[config.mk]
export PLATFORM = sky130hd
export DESIGN_NAME = sxc_mul
export DESIGN_NICKNAME = d
export VERILOG_FILES = /design/src/rtl/core/sxc_mul.sv
export SDC_FILE = /design/constraint.sdc
export NUM_CORES = 1
export LEC_CHECK = 0
export ABC_CLOCK_PERIOD_IN_PS = 13700
export BUFFER_PORTS_ARGS = -buffer_cell sky130_fd_sc_hd__buf_2
export CAP_MARGIN = 20
export CORE_UTILIZATION = 65
export DETAILED_ROUTE_END_ITERATION = 8
export PLACE_DENSITY = 0.87
export SYNTH_ARGS = -nofsm -noshare
export SYNTH_HDL_FRONTEND = slang
export SYNTH_SLANG_ARGS = --single-unit
[constraint.sdc]
create_clock -name clk -period 13.7 [get_ports clk]
set_input_delay 0.685 -clock clk [delete_from_list [all_inputs] [get_ports clk]]
set_output_delay 0.685 -clock clk [all_outputs]
set_load 0.01 [all_outputs]
[src/rtl/core/sxc_mul.sv]
`default_nettype none
// ----------------------------------------------------------------------------
// sxc_mul: shared multiply-add unit
// Computes the low 32 bits of a * b + c into a result register.
// ----------------------------------------------------------------------------
module sxc_mul (
    input  wire logic        clk,
    input  wire logic        en,
    input  wire logic [31:0] a,
    input  wire logic [31:0] b,
    input  wire logic [31:0] c,
    output logic      [31:0] q
);

    logic [31:0] q_reg;

    always_ff @(posedge clk)
    begin
        if (en)
        begin
            q_reg <= a * b + c;
        end
    end

    assign q = q_reg;

endmodule
`default_nettype wire

==> flow_summary_export.csv <==
group,metric,value,unit
status,run_status,"finished clean",
clock_network,maximum_root_to_sink_buffer_count,2,
critical_path,crit_path_max_incr_delay,530,ps
route,first_iter_violations,937,
sta,grt_setup_unrepaired,"no",
sta,final-hold-violation-count,0,
grt,globalRoute.totalOverflow,0,
logic_synthesis,netlist_top_cells_count,"482 x sky130_fd_sc_hd__inv_1, 438 x sky130_fd_sc_hd__fa_1, 367 x sky130_fd_sc_hd__and2_1",
hold_path,min_delay_path_depth,2,
floorplan,initial_utilization,0.661,
critical_path,end_kind,"flip-flop",
floorplan,core-area,0.0269,mm²
route,drc,0,
placement,detailed_placement_hpwl,35.6,mm
critical_path,crit_path_top_delay_cell,"sky130_fd_sc_hd__fa_1",
placement,detailedPlace.worstSlack,5740,ps
clock_network,cts_resized,0,
floorplan,die_h,167,µm
sta,timing.final.ws_setup,6030,ps
sta,fin_crit_sh,0.560,
clock_network,clk_pin_slew_worst_paths,50,ps
placement,portBuffers,129,
final_layout,max_reg_flops,32,
grt,global_route.usage.total,0.338,
sta,timing.fmax,0.130,GHz
logic_synthesis,synth.area.top_cells,"sky130_fd_sc_hd__fa_1 49%, sky130_fd_sc_hd__and2_1 13%, sky130_fd_sc_hd__inv_1 10%",
grt,antenna_found_initial,0,
floorplan,die_width,167,µm
grt,via_count_of_the_first_global_routing_pass,14300,
final_layout,post-route-cell-area,0.0187,mm²
logic_synthesis,syn_area,0.0178,mm²
critical_path,worst-endpoint-required,13720,ps
final_layout,final_layout_size_suffix_gt1_frac,0.0759,
final_layout,final_net_count,2598,
floorplan,die_area,0.0280,mm²
hold_path,hold_path.startpoint,"c[0]",
placement,globalplace.congestion,0.892,
logic_synthesis,syn_area_per_cell,9.44,µm²
clock_network,cts-buffers-inserted,5,
sta,tightestPinTransition,822,ps
logic_synthesis,synthMostInstantiatedCell,"sky130_fd_sc_hd__inv_1",
logic_synthesis,ys_ff_latch,32,
final_layout,final_cells,2277,
logic_synthesis,synth_top_area_frac,0.493,
clock_network,cts_tree,"built",
grt,first_pass_grt_wire_length,72.6,mm
logic_synthesis,synth_enable_flop_cells,32,
route,route.detailed.wl_per_inst,19.5,µm
sta,setup_tns,0,ps
clock_network,cts_root_buffer,"sky130_fd_sc_hd__clkbuf_16",
hold_path,min_path_type,"input pin to flip-flop",
route,drtAntennaViolNets,0,
logic_synthesis,syn_inst,1883,
logic_synthesis,mappedNetlistNets,2543,
floorplan,top_level_ports,130,
critical_path,sort_of_element_at_the_start_of_the_critical_path,"input pin",
critical_path,arrival,7700,ps
clock_network,cts_sinks,32,
critical_path,setup.worst_path.class,"input pin to flip-flop",
clock_network,cts-htree-levels,2,
clock_network,postCtsHoldBufs,0,
route,dr.pass1.iters,8,
grt,grt_max_degree,33,
placement,cell_area_after_placement,0.0185,mm²
logic_synthesis,netlist-cell-type-count,44,
route,routed_via_density,5.68,
final_layout,area_growth,5.03,%
route,via_count,12900,
floorplan,fp-row-count,60,
critical_path,most_used_cell_along_the_critical_path,"sky130_fd_sc_hd__fa_1",
sta,maxSlewHeadroom,0.452,
logic_synthesis,register_area_share_after_synthesis,0.0541,
sta,setup_violations,0,
logic_synthesis,synth.largest_area_cell,"sky130_fd_sc_hd__fa_1",
logic_synthesis,ys.flop_type,"sky130_fd_sc_hd__edfxtp_1",
sta,slew_viol_final,0,
run,max_cap_violation_count,0,
placement,placed_cell_count,2272,
logic_synthesis,synth-async-reset-ratio,0,
clock_network,cts_setup_buffers,0,
hold_path,whs_endpoint,"q[0]",
route,detail_route.wirelength,44.5,mm
sta,layout_min_cycle_time,7670,ps
final_layout,num_antenna_cells,0,
logic_synthesis,ys.warnings.count,0,
critical_path,critical_path_fanout_max,32,
==> critical path, delay by kind of cell <==
family | cells | cell delay (ps)
AND/OR/NAND/NOR | 3 | 590
XOR/XNOR | 1 | 80
AO/OA/AOI/OAI | 5 | 1180
adder cells (fa/ha/maj) | 9 | 4320
buffers and inverters | 7 | 790
==> placed cells by master (no fill, tap or decap), types with 3 or more instances in the layout <==
cell type and count:
sky130_fd_sc_hd__a21o_1 17, sky130_fd_sc_hd__a21oi_1 17, sky130_fd_sc_hd__and2_1 367, sky130_fd_sc_hd__buf_2 129, sky130_fd_sc_hd__clkbuf_16 5, sky130_fd_sc_hd__edfxtp_1 32
sky130_fd_sc_hd__fa_1 438, sky130_fd_sc_hd__ha_1 124, sky130_fd_sc_hd__inv_1 482, sky130_fd_sc_hd__nand2_1 171, sky130_fd_sc_hd__nor2_1 12, sky130_fd_sc_hd__nor3_1 3
sky130_fd_sc_hd__o21ai_0 5, sky130_fd_sc_hd__o21ai_1 3, sky130_fd_sc_hd__o21bai_1 3, sky130_fd_sc_hd__or2_2 4, sky130_fd_sc_hd__xnor2_1 69, sky130_fd_sc_hd__xor2_1 19
==> cells by family after synthesis <==
logic type / count (synthesis) / synth area share
simple gates: 568 / 0.175
buf+inv: 564 / 0.119
xor+xnor: 88 / 0.0434
flops: 32 / 0.0541
fa+ha+maj: 562 / 0.581
compound gates: 69 / 0.0282
==> area by class of cell <==
class,count,area (µm²)
Tap cell,341,427
Sequential cell,32,961
Inverter,482,1810
Fill cell,1955,8210
Timing Repair Buffer,130,653
Multi-Input combinational cell,1287,14700
Clock buffer,5,125
==> layer usage <==
| metal | track usage | vias to the layer above | part of all wire | routed length, µm |
|---|---|---|---|---|
| li1 | - | 5472 | - | - |
| met5 | 0 | - | 0 | 0 |
| met1 | 0.434 | 6632 | 0.36 | 16200 |
| met3 | 0.0466 | 170 | 0.082 | 3650 |
| met2 | 0.575 | 664 | 0.50 | 22200 |
| met4 | 0.151 | 0 | 0.054 | 2390 |
==> through the flow <==
stage	hold slack (ps)	util
final	705	0.695
after global routing	730	0.695
after CTS	701	0.695
after detailed placement	986	0.690
after global placement	993	0.690
after floorplan	797	-
==> worst max path at each step <==
stage,end,from,depth (start not counted)
2_1_floorplan,q[31],a[12],26
3_3_place_gp,q[30],b[0],25
3_5_place_dp,q[30],b[0],25
4_1_cts,q[31],b[0],25
5_1_grt,q[31],b[0],25
6_report,q[31],b[0],25
Power is not shown: default switching activity piles up to over one toggle a cycle in this logic, so the estimate is an artifact.
