**config.mk**
```make
export PLATFORM = sky130hd
export DESIGN_NAME = sxc_tbl
export DESIGN_NICKNAME = d
export VERILOG_FILES = /design/src/rtl/core/sxc_pkg.sv /design/src/rtl/core/sxc_tbl.sv
export SDC_FILE = /design/constraint.sdc
export NUM_CORES = 2
export LEC_CHECK = 0
export BUFFER_PORTS_ARGS = -buffer_cell sky130_fd_sc_hd__buf_2
export CAP_MARGIN = 20
export CORE_ASPECT_RATIO = 0.9
export CORE_UTILIZATION = 31
export CTS_BUF_LIST = sky130_fd_sc_hd__clkbuf_8
export DETAILED_ROUTE_END_ITERATION = 8
export PLACE_DENSITY = 0.43
export SYNTH_ARGS = -nofsm -noshare
export SYNTH_HDL_FRONTEND = slang
export SYNTH_SLANG_ARGS = --single-unit
```
**constraint.sdc**
```tcl
create_clock -name clk -period 3.3 [get_ports clk]
set_input_delay 0.33 -clock clk [delete_from_list [all_inputs] [get_ports clk]]
set_output_delay 0.33 -clock clk [all_outputs]
set_load 0.005 [all_outputs]
```
**src/rtl/core/sxc_pkg.sv**
```systemverilog
`default_nettype none
// ----------------------------------------------------------------------------
// sxc_pkg: shared types and constants of the shuffled-table XOR cipher
// Holds the sequencer states, the control bundles and the stride prime ROM.
// ----------------------------------------------------------------------------
package sxc_pkg;

    localparam logic [31:0] SEED_MUL = 32'h6C07_8965;
    localparam logic [31:0] DFLT_W0  = 32'h6C07_8966;
    localparam logic [31:0] DFLT_W1  = 32'hDD52_54A5;
    localparam logic [31:0] DFLT_W2  = 32'hB952_3B81;
    localparam logic [31:0] DFLT_W3  = 32'h03DF_95B3;

    localparam logic [15:0] ROUNDS_RESET = 16'd1024;

    // Sequencer states.
    typedef enum logic [3:0] {
        ST_IDLE,
        ST_SEED,
        ST_DRAW,
        ST_RD_LH,
        ST_RD_PQ,
        ST_WR_P,
        ST_WR_Q,
        ST_B_RD_ST,
        ST_B_STRIDE,
        ST_B_MUL,
        ST_B_RD,
        ST_B_OUT
    } sxc_state_t;

    // Controls of the permutation table.
    typedef struct packed {
        logic       clear;
        logic       re;
        logic [7:0] ra;
        logic [7:0] rb;
        logic       we;
        logic [7:0] wa;
        logic [7:0] wd;
    } tbl_ctl_t;

    // Controls of the xorshift word bank.
    typedef struct packed {
        logic        load_dflt;
        logic        step;
        logic        load_en;
        logic [1:0]  load_idx;
        logic [31:0] load_word;
    } rng_ctl_t;

    // Odd primes used as the per-block stride.
    localparam logic [10:0] PRIME_ROM [256] = '{
        11'd3,    11'd5,    11'd7,    11'd11,   11'd13,   11'd17,   11'd19,   11'd23,
        11'd29,   11'd31,   11'd37,   11'd41,   11'd43,   11'd47,   11'd53,   11'd59,
        11'd61,   11'd67,   11'd71,   11'd73,   11'd79,   11'd83,   11'd89,   11'd97,
        11'd101,  11'd103,  11'd107,  11'd109,  11'd113,  11'd127,  11'd131,  11'd137,
        11'd139,  11'd149,  11'd151,  11'd157,  11'd163,  11'd167,  11'd173,  11'd179,
        11'd181,  11'd191,  11'd193,  11'd197,  11'd199,  11'd211,  11'd223,  11'd227,
        11'd229,  11'd233,  11'd239,  11'd241,  11'd251,  11'd257,  11'd263,  11'd269,
        11'd271,  11'd277,  11'd281,  11'd283,  11'd293,  11'd307,  11'd311,  11'd313,
        11'd317,  11'd331,  11'd337,  11'd347,  11'd349,  11'd353,  11'd359,  11'd367,
        11'd373,  11'd379,  11'd383,  11'd389,  11'd397,  11'd401,  11'd409,  11'd419,
        11'd421,  11'd431,  11'd433,  11'd439,  11'd443,  11'd449,  11'd457,  11'd461,
        11'd463,  11'd467,  11'd479,  11'd487,  11'd491,  11'd499,  11'd503,  11'd509,
        11'd521,  11'd523,  11'd541,  11'd547,  11'd557,  11'd563,  11'd569,  11'd571,
        11'd577,  11'd587,  11'd593,  11'd599,  11'd601,  11'd607,  11'd613,  11'd617,
        11'd619,  11'd631,  11'd641,  11'd643,  11'd647,  11'd653,  11'd659,  11'd661,
        11'd673,  11'd677,  11'd683,  11'd691,  11'd701,  11'd709,  11'd719,  11'd727,
        11'd733,  11'd739,  11'd743,  11'd751,  11'd757,  11'd761,  11'd769,  11'd773,
        11'd787,  11'd797,  11'd809,  11'd811,  11'd821,  11'd823,  11'd827,  11'd829,
        11'd839,  11'd853,  11'd857,  11'd859,  11'd863,  11'd877,  11'd881,  11'd883,
        11'd887,  11'd907,  11'd911,  11'd919,  11'd929,  11'd937,  11'd941,  11'd947,
        11'd953,  11'd967,  11'd971,  11'd977,  11'd983,  11'd991,  11'd997,  11'd1009,
        11'd1013, 11'd1019, 11'd1021, 11'd1031, 11'd1033, 11'd1039, 11'd1049, 11'd1051,
        11'd1061, 11'd1063, 11'd1069, 11'd1087, 11'd1091, 11'd1093, 11'd1097, 11'd1103,
        11'd1109, 11'd1117, 11'd1123, 11'd1129, 11'd1151, 11'd1153, 11'd1163, 11'd1171,
        11'd1181, 11'd1187, 11'd1193, 11'd1201, 11'd1213, 11'd1217, 11'd1223, 11'd1229,
        11'd1231, 11'd1237, 11'd1249, 11'd1259, 11'd1277, 11'd1279, 11'd1283, 11'd1289,
        11'd1291, 11'd1297, 11'd1301, 11'd1303, 11'd1307, 11'd1319, 11'd1321, 11'd1327,
        11'd1361, 11'd1367, 11'd1373, 11'd1381, 11'd1399, 11'd1409, 11'd1423, 11'd1427,
        11'd1429, 11'd1433, 11'd1439, 11'd1447, 11'd1451, 11'd1453, 11'd1459, 11'd1471,
        11'd1481, 11'd1483, 11'd1487, 11'd1489, 11'd1493, 11'd1499, 11'd1511, 11'd1523,
        11'd1531, 11'd1543, 11'd1549, 11'd1553, 11'd1559, 11'd1567, 11'd1571, 11'd1579,
        11'd1583, 11'd1597, 11'd1601, 11'd1607, 11'd1609, 11'd1613, 11'd1619, 11'd1621
    };

endpackage
`default_nettype wire

```
**src/rtl/core/sxc_tbl.sv**
```systemverilog
`default_nettype none
// ----------------------------------------------------------------------------
// sxc_tbl: 256-entry permutation table
// Two registered read ports and one write port. An entry not written since
// the last clear reads as its own index, which gives the identity table.
// ----------------------------------------------------------------------------
module sxc_tbl (
    input  wire logic            clk,
    input  wire logic            rst_n,
    input  wire sxc_pkg::tbl_ctl_t ctl,
    output logic      [7:0]      rd_a,
    output logic      [7:0]      rd_b
);
    import sxc_pkg::*;

    logic [7:0]   mem [256];
    logic [255:0] vld_reg;
    logic [7:0]   rd_a_reg;
    logic [7:0]   rd_b_reg;

    always_ff @(posedge clk or negedge rst_n)
    begin
        if (!rst_n)
        begin
            vld_reg <= '0;
        end
        else if (ctl.clear)
        begin
            vld_reg <= '0;
        end
        else if (ctl.we)
        begin
            vld_reg[ctl.wa] <= 1'b1;
        end
    end

    always_ff @(posedge clk)
    begin
        if (ctl.we)
        begin
            mem[ctl.wa] <= ctl.wd;
        end
        if (ctl.re)
        begin
            rd_a_reg <= vld_reg[ctl.ra] ? mem[ctl.ra] : ctl.ra;
            rd_b_reg <= vld_reg[ctl.rb] ? mem[ctl.rb] : ctl.rb;
        end
    end

    assign rd_a = rd_a_reg;
    assign rd_b = rd_b_reg;

endmodule
`default_nettype wire

```
==> results by group <==
Placed design
  • Placed cell count: 10.8k
  • DP Area: roughly 120000 um2
  • Post-DP HPWL: ~280000 um
  • GP Congestion: approximately 0.9
  • Port Buf Inserts: 52

Die
  • Die height: between 500 and 600 um
  • Core ar.: 350000 um2
  • Initial Util: 31.2%
  • Die X-Extent: approximately 630 um
  • Row cnt: roughly 200
  • Die area: 354000 um2
  • # IOs: 53

Global route
  • Largest net degree at the start of global routing: around 150
  • Vias in the first global route: between 60k and 70k
  • Grt total ovfl: 0
  • Number of antenna violations at the first check in global routing: 33
  • Global-route wire length before repair: about 560000 um
  • Global-route usage over all layers: a little under a quarter

Clocking
  • Worst skew pair latency: around 1100 ps
  • CTS tree: done
  • Clock transition at the registers of the reported paths: 60 ps
  • H-tree levels: 5
  • CTS Sinks: ~2.3k
  • Max clock buf depth: 4
  • Clock root cell: clkbuf_8
  • Num CTS Buffers: slightly above 400

Synthesis
  • Largest cells by area after synthesis: edfxtp_1 57%, mux4_2 27%, dfrtp_1 5.9%
  • Synth Instances: about 5.6k
  • Cell with the most instances after synthesis: edfxtp_1
  • FF+latch count, synth: 2320
  • Post-synth ARST share: between 10 and 15%
  • Area share of the largest cell type after synthesis: 56.8%
  • Average size of a mapped cell: just under 20 um2
  • EDFF count, synth: between 2k and 2.5k
  • Top FF cell, synth: edfxtp_1
  • Synth area leader: edfxtp_1
  • Cell area after synthesis: 109000 um2
  • Warnings from Yosys: 0
  • Net Count, Synth: between 5k and 6k
  • Synth unique cells: 63
  • Sequential-to-total area share from yosys stat: 62.7%
  • Top cells by count, synth: 2064 x edfxtp_1, 1295 x mux4_2, 747 x nor2_1, 256 x dfrtp_1, 181 x mux2i_1

Layout
  • Max reg flops: slightly above 2k
  • Area grow syn2layout: 19.4%
  • Core Util, Final: a little under two fifths
  • NumNets Final: roughly 6.6k
  • Layout cells sized above 1: approximately two fifths
  • Final cell count without fillers: around 12k
  • Post-route cell area: between 100000 and 150000 um2
  • Fillers: ~33k

Flow run
  • MaxCap Viol Count: 0

Timing
  • RSZ-0062 raised after global routing: no
  • Final setup vio count: 0
  • Least-Margin Pin Slew: 1220 ps
  • Relative slew slack: around a fifth
  • Hold Vio Cnt, Final: 0
  • Top achievable clock speed: a little over 300 MHz
  • Tmin final: 3210 ps
  • Clock Skews: around 89 ps
  • Setup TNS: 0 ps
  • Slew Limit Fails: 0
  • Final period util: 97.3%

Route
  • # DRC: 4
  • Post-DRT Antenna Nets: 0
  • Vias: roughly 65k
  • WL final: slightly above 400000 um
  • DR iter-0 viols: about 7.5k
  • Via-per-instance ratio: roughly 5.6
  • TritonRoute pass-1 iters: 7
  • Routed len/inst: approximately 35 um

Run status
  • Status: complete, but fails checks
  • Violated checks: design-rule violations

Worst setup path
  • Crit-path max FO: 2
  • FF-to-FF setup slack: 90 ps
  • Worst Setup SP: mem[126][3]
  • Crit Path Class: flip-flop to flip-flop
  • Worst reg-to-reg path cell count: 7
  • Worst setup EP type: flip-flop
  • Arr. time, crit path: around 4100 ps
  • R2r startpoint: mem[126][3]
  • CP startpoint kind: flip-flop
  • CP endpoint: rd_b[3]
  • Reg-to-Reg End: rd_b[3]
  • CP required: between 4000 and 5000 ps

Pwr
  • Peak supply drop: between 0.3 and 0.4 mV
  • PwrDens: roughly 500 nW/um2
  • P_leak: 43.9 nW

Worst hold path
  • Min-Delay Path Class: input port to flip-flop
## power by group
group	leakage, nW	internal (mW)	total [mW]	switching, mW
Clock	4.59	13.7	26.7	13.0
Sequential	22.1	32.1	32.1	0.0638
Combinational	17.2	2.61	6.28	3.67
Total	43.9	48.4	65.1	16.7
## routing by layer
| layer | vias to the layer above | GRT usage (%) | share of wire, % |
|---|---|---|---|
| met5 | - | 0 | 0 |
| met4 | 0 | 7.49 | 3.6 |
| met3 | 607 | 4.99 | 7.6 |
| met2 | 2738 | 35.3 | 45 |
| met1 | 35500 | 32.5 | 43 |
| li1 | 25900 | - | - |
## kinds of logic after synthesis
logic type / count (synthesis) / synth area share (%)
AO/OA/AOI/OAI: 319 / 2.21
buffers and inverters: 453 / 2.23
flip-flops: 2320 / 62.7
multiplexers: 1514 / 29.1
AND/OR/NAND/NOR: 1015 / 3.78
## critical path, stage by stage, from the launching register on
cell	delay (ps)
edfxtp_1	390
mux4_1	530
mux4_2	520
a2111oi_1	870
buf_4	250
nand2_1	150
nand4_1	140
mux2i_1	90
## repair_timing
action                     in CTS  in global routing
hold buffers                   30                  0
pin swaps                       1                  2
setup buffers                   0                  2
hold endpoints to repair     1887                  0
gates resized for setup         1                  1
setup endpoints to repair       1                  1
## per-stage QoR
step | hold slack [ps] | setup WS [ps] | power (mW)
6_report | 106 | 88.4 | 65.1
5_1_grt | 80.9 | 44.5 | 67.1
4_1_cts | 18.2 | 1.60 | 65.8
3_5_place_dp | 350 | -1010 | 39.0
3_3_place_gp | 340 | -972 | 39.0
2_1_floorplan | 34.4 | 376 | 35.7
## cells in the final DEF (no fill, tap or decap), drive strengths merged, types with 7 or more instances in the layout
cell type	n
o22ai	53
clkinvlp	9
bufinv	17
nand2	119
dfrtp	256
and3	7
dlygate4sd3	29
edfxtp	2064
nor2b	33
a22oi	78
nor2	748
buf	978
clkbuf	440
clkinv	158
mux4	1315
nand2b	7
o21ba	30
a221oi	11
diode	8
a2111oi	9
o21ai	10
a211oi	57
nand4	18
mux2i	181
mux2	18
a21oi	22
a311oi	8
nand3	55
o221ai	13
inv	155
nor4	10
## worst min path at each step
stage / startpoint / cells past startpoint / end / slack, ps
finish: ctl[29] / 4 / rd_a[4] / 110
global route: ctl[29] / 4 / rd_a[4] / 80
CTS: ctl[29] / 4 / rd_a[4] / 20
detailed placement: rst_n / 1 / vld_reg[83] / 350
global placement: rst_n / 1 / vld_reg[81] / 340
floorplan: rst_n / 0 / vld_reg[0] / 30
## layout make-up
class,instances,area [um2],area share (%)
multi-input cells,2848,38300,29.4
clock buffers,437,6010,4.62
well taps,4680,5860,4.50
flip-flops and latches,2320,68400,52.5
diodes,8,20.0,0.0154
clock inverters,331,1980,1.52
inverters,8,45.0,0.0346
repair buffers,1010,9560,7.34
No activity file was read; power rests on OpenSTA's default activity.
