`src/rtl/core/sxc_pkg.sv`:
```
`default_nettype none
// ----------------------------------------------------------------------------
// sxc_pkg: shared types and constants of the shuffled-table XOR cipher
// Holds the sequencer states, the control bundles and the stride prime ROM.
// ----------------------------------------------------------------------------
package sxc_pkg;

    localparam logic [31:0] SEED_MUL = 32'h6C07_8965;
    localparam logic [31:0] DFLT_W0  = 32'h6C07_8966;
    localparam logic [31:0] DFLT_W1  = 32'hDD52_54A5;
    localparam logic [31:0] DFLT_W2  = 32'hB952_3B81;
    localparam logic [31:0] DFLT_W3  = 32'h03DF_95B3;

    localparam logic [15:0] ROUNDS_RESET = 16'd1024;

    // Sequencer states.
    typedef enum logic [3:0] {
        ST_IDLE,
        ST_SEED,
        ST_DRAW,
        ST_RD_LH,
        ST_RD_PQ,
        ST_WR_P,
        ST_WR_Q,
        ST_B_RD_ST,
        ST_B_STRIDE,
        ST_B_MUL,
        ST_B_RD,
        ST_B_OUT
    } sxc_state_t;

    // Controls of the permutation table.
    typedef struct packed {
        logic       clear;
        logic       re;
        logic [7:0] ra;
        logic [7:0] rb;
        logic       we;
        logic [7:0] wa;
        logic [7:0] wd;
    } tbl_ctl_t;

    // Controls of the xorshift word bank.
    typedef struct packed {
        logic        load_dflt;
        logic        step;
        logic        load_en;
        logic [1:0]  load_idx;
        logic [31:0] load_word;
    } rng_ctl_t;

    // Odd primes used as the per-block stride.
    localparam logic [10:0] PRIME_ROM [256] = '{
        11'd3,    11'd5,    11'd7,    11'd11,   11'd13,   11'd17,   11'd19,   11'd23,
        11'd29,   11'd31,   11'd37,   11'd41,   11'd43,   11'd47,   11'd53,   11'd59,
        11'd61,   11'd67,   11'd71,   11'd73,   11'd79,   11'd83,   11'd89,   11'd97,
        11'd101,  11'd103,  11'd107,  11'd109,  11'd113,  11'd127,  11'd131,  11'd137,
        11'd139,  11'd149,  11'd151,  11'd157,  11'd163,  11'd167,  11'd173,  11'd179,
        11'd181,  11'd191,  11'd193,  11'd197,  11'd199,  11'd211,  11'd223,  11'd227,
        11'd229,  11'd233,  11'd239,  11'd241,  11'd251,  11'd257,  11'd263,  11'd269,
        11'd271,  11'd277,  11'd281,  11'd283,  11'd293,  11'd307,  11'd311,  11'd313,
        11'd317,  11'd331,  11'd337,  11'd347,  11'd349,  11'd353,  11'd359,  11'd367,
        11'd373,  11'd379,  11'd383,  11'd389,  11'd397,  11'd401,  11'd409,  11'd419,
        11'd421,  11'd431,  11'd433,  11'd439,  11'd443,  11'd449,  11'd457,  11'd461,
        11'd463,  11'd467,  11'd479,  11'd487,  11'd491,  11'd499,  11'd503,  11'd509,
        11'd521,  11'd523,  11'd541,  11'd547,  11'd557,  11'd563,  11'd569,  11'd571,
        11'd577,  11'd587,  11'd593,  11'd599,  11'd601,  11'd607,  11'd613,  11'd617,
        11'd619,  11'd631,  11'd641,  11'd643,  11'd647,  11'd653,  11'd659,  11'd661,
        11'd673,  11'd677,  11'd683,  11'd691,  11'd701,  11'd709,  11'd719,  11'd727,
        11'd733,  11'd739,  11'd743,  11'd751,  11'd757,  11'd761,  11'd769,  11'd773,
        11'd787,  11'd797,  11'd809,  11'd811,  11'd821,  11'd823,  11'd827,  11'd829,
        11'd839,  11'd853,  11'd857,  11'd859,  11'd863,  11'd877,  11'd881,  11'd883,
        11'd887,  11'd907,  11'd911,  11'd919,  11'd929,  11'd937,  11'd941,  11'd947,
        11'd953,  11'd967,  11'd971,  11'd977,  11'd983,  11'd991,  11'd997,  11'd1009,
        11'd1013, 11'd1019, 11'd1021, 11'd1031, 11'd1033, 11'd1039, 11'd1049, 11'd1051,
        11'd1061, 11'd1063, 11'd1069, 11'd1087, 11'd1091, 11'd1093, 11'd1097, 11'd1103,
        11'd1109, 11'd1117, 11'd1123, 11'd1129, 11'd1151, 11'd1153, 11'd1163, 11'd1171,
        11'd1181, 11'd1187, 11'd1193, 11'd1201, 11'd1213, 11'd1217, 11'd1223, 11'd1229,
        11'd1231, 11'd1237, 11'd1249, 11'd1259, 11'd1277, 11'd1279, 11'd1283, 11'd1289,
        11'd1291, 11'd1297, 11'd1301, 11'd1303, 11'd1307, 11'd1319, 11'd1321, 11'd1327,
        11'd1361, 11'd1367, 11'd1373, 11'd1381, 11'd1399, 11'd1409, 11'd1423, 11'd1427,
        11'd1429, 11'd1433, 11'd1439, 11'd1447, 11'd1451, 11'd1453, 11'd1459, 11'd1471,
        11'd1481, 11'd1483, 11'd1487, 11'd1489, 11'd1493, 11'd1499, 11'd1511, 11'd1523,
        11'd1531, 11'd1543, 11'd1549, 11'd1553, 11'd1559, 11'd1567, 11'd1571, 11'd1579,
        11'd1583, 11'd1597, 11'd1601, 11'd1607, 11'd1609, 11'd1613, 11'd1619, 11'd1621
    };

endpackage
`default_nettype wire

```
`src/rtl/core/sxc_rng.sv`:
```
`default_nettype none
// ----------------------------------------------------------------------------
// sxc_rng: xorshift128 word bank
// Holds the four generator words and steps them one draw per cycle on step.
// ----------------------------------------------------------------------------
module sxc_rng (
    input  wire logic            clk,
    input  wire logic            rst_n,
    input  wire sxc_pkg::rng_ctl_t ctl,
    output logic      [15:0]     draw_low
);
    import sxc_pkg::*;

    logic [31:0] w_reg [4];
    logic [31:0] a_s1;
    logic [31:0] a_s2;
    logic [31:0] b_s1;
    logic [31:0] w3_next;

    always_comb
    begin
        a_s1    = w_reg[0] ^ (w_reg[0] << 11);
        a_s2    = a_s1 ^ (a_s1 >> 8);
        b_s1    = w_reg[3] ^ (w_reg[3] >> 19);
        w3_next = a_s2 ^ b_s1;
    end

    assign draw_low = w3_next[15:0];

    always_ff @(posedge clk or negedge rst_n)
    begin
        if (!rst_n)
        begin
            w_reg[0] <= DFLT_W0;
            w_reg[1] <= DFLT_W1;
            w_reg[2] <= DFLT_W2;
            w_reg[3] <= DFLT_W3;
        end
        else
        begin
            priority if (ctl.load_dflt)
            begin
                w_reg[0] <= DFLT_W0;
                w_reg[1] <= DFLT_W1;
                w_reg[2] <= DFLT_W2;
                w_reg[3] <= DFLT_W3;
            end
            else if (ctl.load_en)
            begin
                w_reg[ctl.load_idx] <= ctl.load_word;
            end
            else if (ctl.step)
            begin
                w_reg[0] <= w_reg[1];
                w_reg[1] <= w_reg[2];
                w_reg[2] <= w_reg[3];
                w_reg[3] <= w3_next;
            end
        end
    end

endmodule
`default_nettype wire

```
`config.mk`:
```
export PLATFORM = sky130hd
export DESIGN_NAME = sxc_rng
export DESIGN_NICKNAME = d
export VERILOG_FILES = /design/src/rtl/core/sxc_pkg.sv /design/src/rtl/core/sxc_rng.sv
export SDC_FILE = /design/constraint.sdc
export NUM_CORES = 1
export LEC_CHECK = 0
export BUFFER_PORTS_ARGS = -buffer_cell sky130_fd_sc_hd__buf_2
export CAP_MARGIN = 15
export CORE_MARGIN = 2
export CORE_UTILIZATION = 30
export CTS_CLUSTER_DIAMETER = 50
export DETAILED_ROUTE_END_ITERATION = 7
export PLACE_DENSITY = 0.52
export SLEW_MARGIN = 20
export SYNTH_ARGS = -nofsm -noshare
export SYNTH_HDL_FRONTEND = slang
export SYNTH_SLANG_ARGS = --single-unit
```
`constraint.sdc`:
```
create_clock -name clk -period 2.55 [get_ports clk]
set_input_delay 0.1275 -clock clk [delete_from_list [all_inputs] [get_ports clk]]
set_output_delay 0.1275 -clock clk [all_outputs]
set_load 0.005 [all_outputs]
```
==> results.env <==
HOLD_VIOL=0
CP-END-KIND='output pin'
CTS_RESIZED=0
SKEW_NS=0.0105
PORT_BUFFERS=54
YOSYS.AREA_SHARE.XOR_XNOR_PCT=11.0
FIN_SETUP_TNS_NS=0
SYNTH.AREA.MUX_SHARE_PCT=2.00
WORSTPATHARRIVAL_NS=2.07
CELL_COUNT_AFTER_SYNTHESIS=845
RSZ0062_AT_GRT='false'
CTS_TREE='built'
SYNTH-EDFF-COUNT=0
YS_DOMINANT_REG_CELL='sky130_fd_sc_hd__dfrtp_1'
POST-ROUTE-DRC-COUNT=0
CP_NUM_BUF_INV=1
MULTI_INPUT_COMB_AREA_SQ_UM=4010
HOLD_PATH_CLASS='in -> reg'
CLOCK_SINKS=128
TOTAL_POWER_uW=6670
SYNTH_AREA_LEADERS='sky130_fd_sc_hd__dfstp_2 22%, sky130_fd_sc_hd__dfrtp_1 21%, sky130_fd_sc_hd__xnor2_1 7.0%, sky130_fd_sc_hd__a21oi_1 6.6%, sky130_fd_sc_hd__o31ai_1 5.0%'
TOP_USAGE_LAYER='met2'
VIA_PER_INST=5.50
CRITICAL-PATH-SLOWEST-CELL='sky130_fd_sc_hd__dfstp_2'
WORSTSETUPPATHDEPTH=4
GR-USAGE-ALL-LAYERS_PCT=20.0
WORST_R2R_ENDPOINT='w_reg[10]$_DFFE_PN1P_'
DRTPASS1ITERATIONS=5
SYNTH_CELL_TYPES=48
USE_MET3_PCT=3.33
NUMBER_OF_MAXIMUM_CAPACITANCE_VIOLATIONS=0
CTS_ROOT_BUF='sky130_fd_sc_hd__clkbuf_16'
ANTENNA-DIODE-COUNT=0
WORSTREG2REGSTART='w_reg[114]$_DFFE_PN1P_'
PLACE.DETAILED.HPWL_MM=16.9
ROUTEDWLPERCELL_UM=21.0
GRT_PASS1_WL_MM=40.4
SYNTH_SEQUENTIAL_AREA_RATIO_PCT=43.0
CRITICAL_PATH_CLASS='reg -> out'
TIMING.SLEW.HEADROOM_PCT=58.5
SYNTH-COMPOUND-AREA-SHARE_PCT=22.1
GRT_MAX_DEGREE=59
DETAIL-ROUTE-ANTENNA-NETS=0
YS_ASYNC_SR_FRACTION_PCT=100
BOUNDARYPINS=55
DRV_SLEW=0
NUMBER_OF_FILL_CELLS=2596
GRT_REMAINING_OVERFLOW=0
NUM_VIAS=6802
POST-CTS-SETUP-BUFFERS=0
SYNTH_FA_HA_AREA_SHARE_PCT=0
TIMING.CRITICAL_PATH.TO='draw_low[10]'
SYNTH_NETS=884
FINAL_LAYOUT_SIZE_SUFFIX_GT1_SHARE_PCT=20.6
CRIT_FANOUT=3
POWER.DENSITY_CELL_AREA_nW_PER_UM2=733
R2R_SLACK_NS=0.80
CELL_OCCURRING_MOST_OFTEN_ALONG_THE_WORST_TIMING_PATH='sky130_fd_sc_hd__xor2_1'
CRITICAL-PATH-TOP-DELAY-FAMILY='XOR/XNOR gates'
WORST-ENDPOINT-REQUIRED_NS=2.42
FLOORPLAN.DIE_AREA_SQ_UM=26700
GP_ROUTABILITY_CONGESTION=0.802
MAX_SLEW.WORST_PIN.SLEW_NS=0.623
CORE_SQ_UM=25100
VIAS_IN_THE_FIRST_GLOBAL_ROUTE=6499
YOSYS.AREA.TOP_TYPE_SHARE_PCT=21.7
FRACTION_OF_THE_MAPPED_NETLIST_AREA_IN_SIMPLE_LOGIC_GATES_PCT=17.2
LAYOUT_MIN_CYCLE_TIME_NS=2.20
HOLD_SLACK_NS=0.0128
POSTSYNTHREGISTERBITS=128
GR-USAGE-MET1_PCT=28.9
NUM-NETS-FINAL=933
LARGEST_FAMILY_OF_LOGIC_CELLS_BY_SYNTHESIZED_AREA='compound AO/OA/AOI/OAI gates'
WORST_IR_DROP_ON_VDD_mV=0.360
POST_SYNTHESIS_CELL_AREA_SQ_UM=7630
SETUP.WORST_PATH.START='w_reg[114]$_DFFE_PN1P_'
CP-START-KIND='flop'
REG2REGPATHDEPTH=4
NUMBER_OF_ANTENNA_VIOLATIONS_AT_THE_FIRST_CHECK_IN_GLOBAL_ROUTING=0
SYNTH_TOP_AREA_CELL='sky130_fd_sc_hd__dfstp_2'
SYN2LAYOUT_AREA_GROWTH_PCT=19.2
WORST_SKEW_PAIR.LATE_LATENCY_NS=0.43
ROUTE.FINAL.WIRE_LENGTH_MM=26.0
YOSYSWARNINGCOUNT=0
LARGEST_REGISTER_FFS=128
FMAX_MHz=455
WORSTPATHCELLLIST='xor2_1, xnor2_1, xor2_1, buf_2'
CTS_MADE_BUFFERS=17
P_LEAK_uW=0.00377
DRT_ITER0_DRC=577
CPPEAKSTAGEDELAY_NS=0.58
DIE_HEIGHT_UM=163
GROUTE.LAYER.MET2.USAGE_PCT=30.4
POST_SYNTH.CELL_AREA_AVG_SQ_UM=9.03
FINAL_PERIOD_UTILIZATION_PCT=86.3
INITIAL_CORE_UTIL_PCT=30.4
SETUP_VIOL_COUNT_FINAL=0
CLK_PATH_BUF_DEPTH=2
CTS_HTREE_LEVELS=4
RUN_STATUS='finished clean'
NUM_ROWS=58
OVERALL_DIE_WIDTH_UM=163
AREA_USED_BY_SEQUENTIAL_LOGIC_IN_THE_LAYOUT_SQ_UM=3280
CLK_TRANSITION_REPORTED_PATHS_NS=0.06
[stage by stage]
| stage | util (%) | setup slack [ns] | area (sq um) | cells |
|---|---|---|---|---|
| finish | 36.2 | 0.350 | 9100 | 1237 |
| global route | 36.2 | 0.277 | 9100 | 1237 |
| CTS | 36.2 | 0.358 | 9090 | 1236 |
| detailed placement | 32.9 | 0.585 | 8270 | 1182 |
| global placement | 32.9 | 0.583 | 8270 | 1182 |
| floorplan | - | 0.976 | 7630 | 845 |
[per-layer routing]
layer,up-vias,wire length (um)
li1,3174,-
met1,3385,12400
met2,208,11800
met3,35,1240
met4,0,558
met5,-,0
[logic make-up (layout without fill, tap and decap cells)]
family                    Yosys count  after routing
AOI/OAI and AO/OA                 258            258
xor gates and xnor gates           90             90
buffers and inverters              82            144
muxes                              15             15
DFF                               128            128
and+or+nand+nor                   272            272
[power breakdown]
part	leakage (uW)	internal [uW]	switching (uW)
clock	0.000292	1610	916
sequential	0.00154	2340	240
combinational	0.00194	666	894
[synthesized netlist by cell type (3+ instances only)]
cell type                  count
sky130_fd_sc_hd__a211o_1       4
sky130_fd_sc_hd__a211oi_1     12
sky130_fd_sc_hd__a21oi_1     101
sky130_fd_sc_hd__a221oi_1      4
sky130_fd_sc_hd__a311oi_1      4
sky130_fd_sc_hd__a31oi_1      45
sky130_fd_sc_hd__and3_1       52
sky130_fd_sc_hd__and4_1        8
sky130_fd_sc_hd__buf_2        29
sky130_fd_sc_hd__buf_4         3
sky130_fd_sc_hd__clkbuf_1     46
sky130_fd_sc_hd__dfrtp_1      65
sky130_fd_sc_hd__dfstp_2      63
sky130_fd_sc_hd__mux2i_1      13
sky130_fd_sc_hd__nand2_1      64
sky130_fd_sc_hd__nand3_1      53
sky130_fd_sc_hd__nor2_1       75
sky130_fd_sc_hd__nor3_1        7
sky130_fd_sc_hd__o211ai_1     11
sky130_fd_sc_hd__o22a_1        7
sky130_fd_sc_hd__o31ai_1      51
sky130_fd_sc_hd__or4_1         6
sky130_fd_sc_hd__xnor2_1      61
sky130_fd_sc_hd__xor2_1       25
sky130_fd_sc_hd__xor3_1        3
[worst register-to-register path: cells and delay by family (launching register included)]
kind / cells / cell delay (ns)
xor+xnor: 2 / 0.72
flops: 1 / 0.58
compound gates: 2 / 0.38
[cells in the final DEF (no fill, tap or decap), drive strengths merged, types with 2 or more instances in the layout]
cell and n:
and4 8, clkbuf 26, mux2i 13, a221o 2, dlygate4sd3 22, a21oi 101
o21ai 3, bufinv 3, xor3 3, a31oi 45, nor3 7, a211oi 15
o31ai 51, a311oi 4, nand2 64, xnor2 61, mux2 2, o21bai 2
buf 88, xor2 26, nor2 76, a32oi 2, o22a 7, o41a 2
nor2b 3, or4 6, nand3 53, clkinv 4, a221oi 4, dfrtp 65
o211ai 11, and3 52, a21o 2, dfstp 63, a211o 4
[area by class of cell]
cell class	count	share of cell area, %
Multi-Input combinational cell	635	44.1
Sequential cell	128	36.1
Timing Repair Buffer	110	8.64
Clock buffer	26	5.38
Tap cell	330	4.54
Clock inverter	6	1.16
Inverter	2	0.0963
[worst min-delay path by stage]
stage | to | slack [ns] | depth (start not counted) | from
after detailed placement | w_reg[36]$_DFFE_PN0P_ | 0.15 | 1 | rst_n
after global routing | w_reg[104]$_DFFE_PN1P_ | 0.01 | 3 | ctl[8]
final | w_reg[104]$_DFFE_PN1P_ | 0.01 | 3 | ctl[8]
after global placement | w_reg[36]$_DFFE_PN0P_ | 0.16 | 1 | rst_n
after CTS | w_reg[23]$_DFFE_PN1P_ | 0.0006 | 3 | ctl[23]
after floorplan | w_reg[100]$_DFFE_PN0P_ | -0.17 | 0 | rst_n
[timing repair]
action,CTS,global route
hold buffers,22,0
hold endpoints to repair,57,0
setup endpoints to repair,0,0
Power figures use the tool's default switching activity.
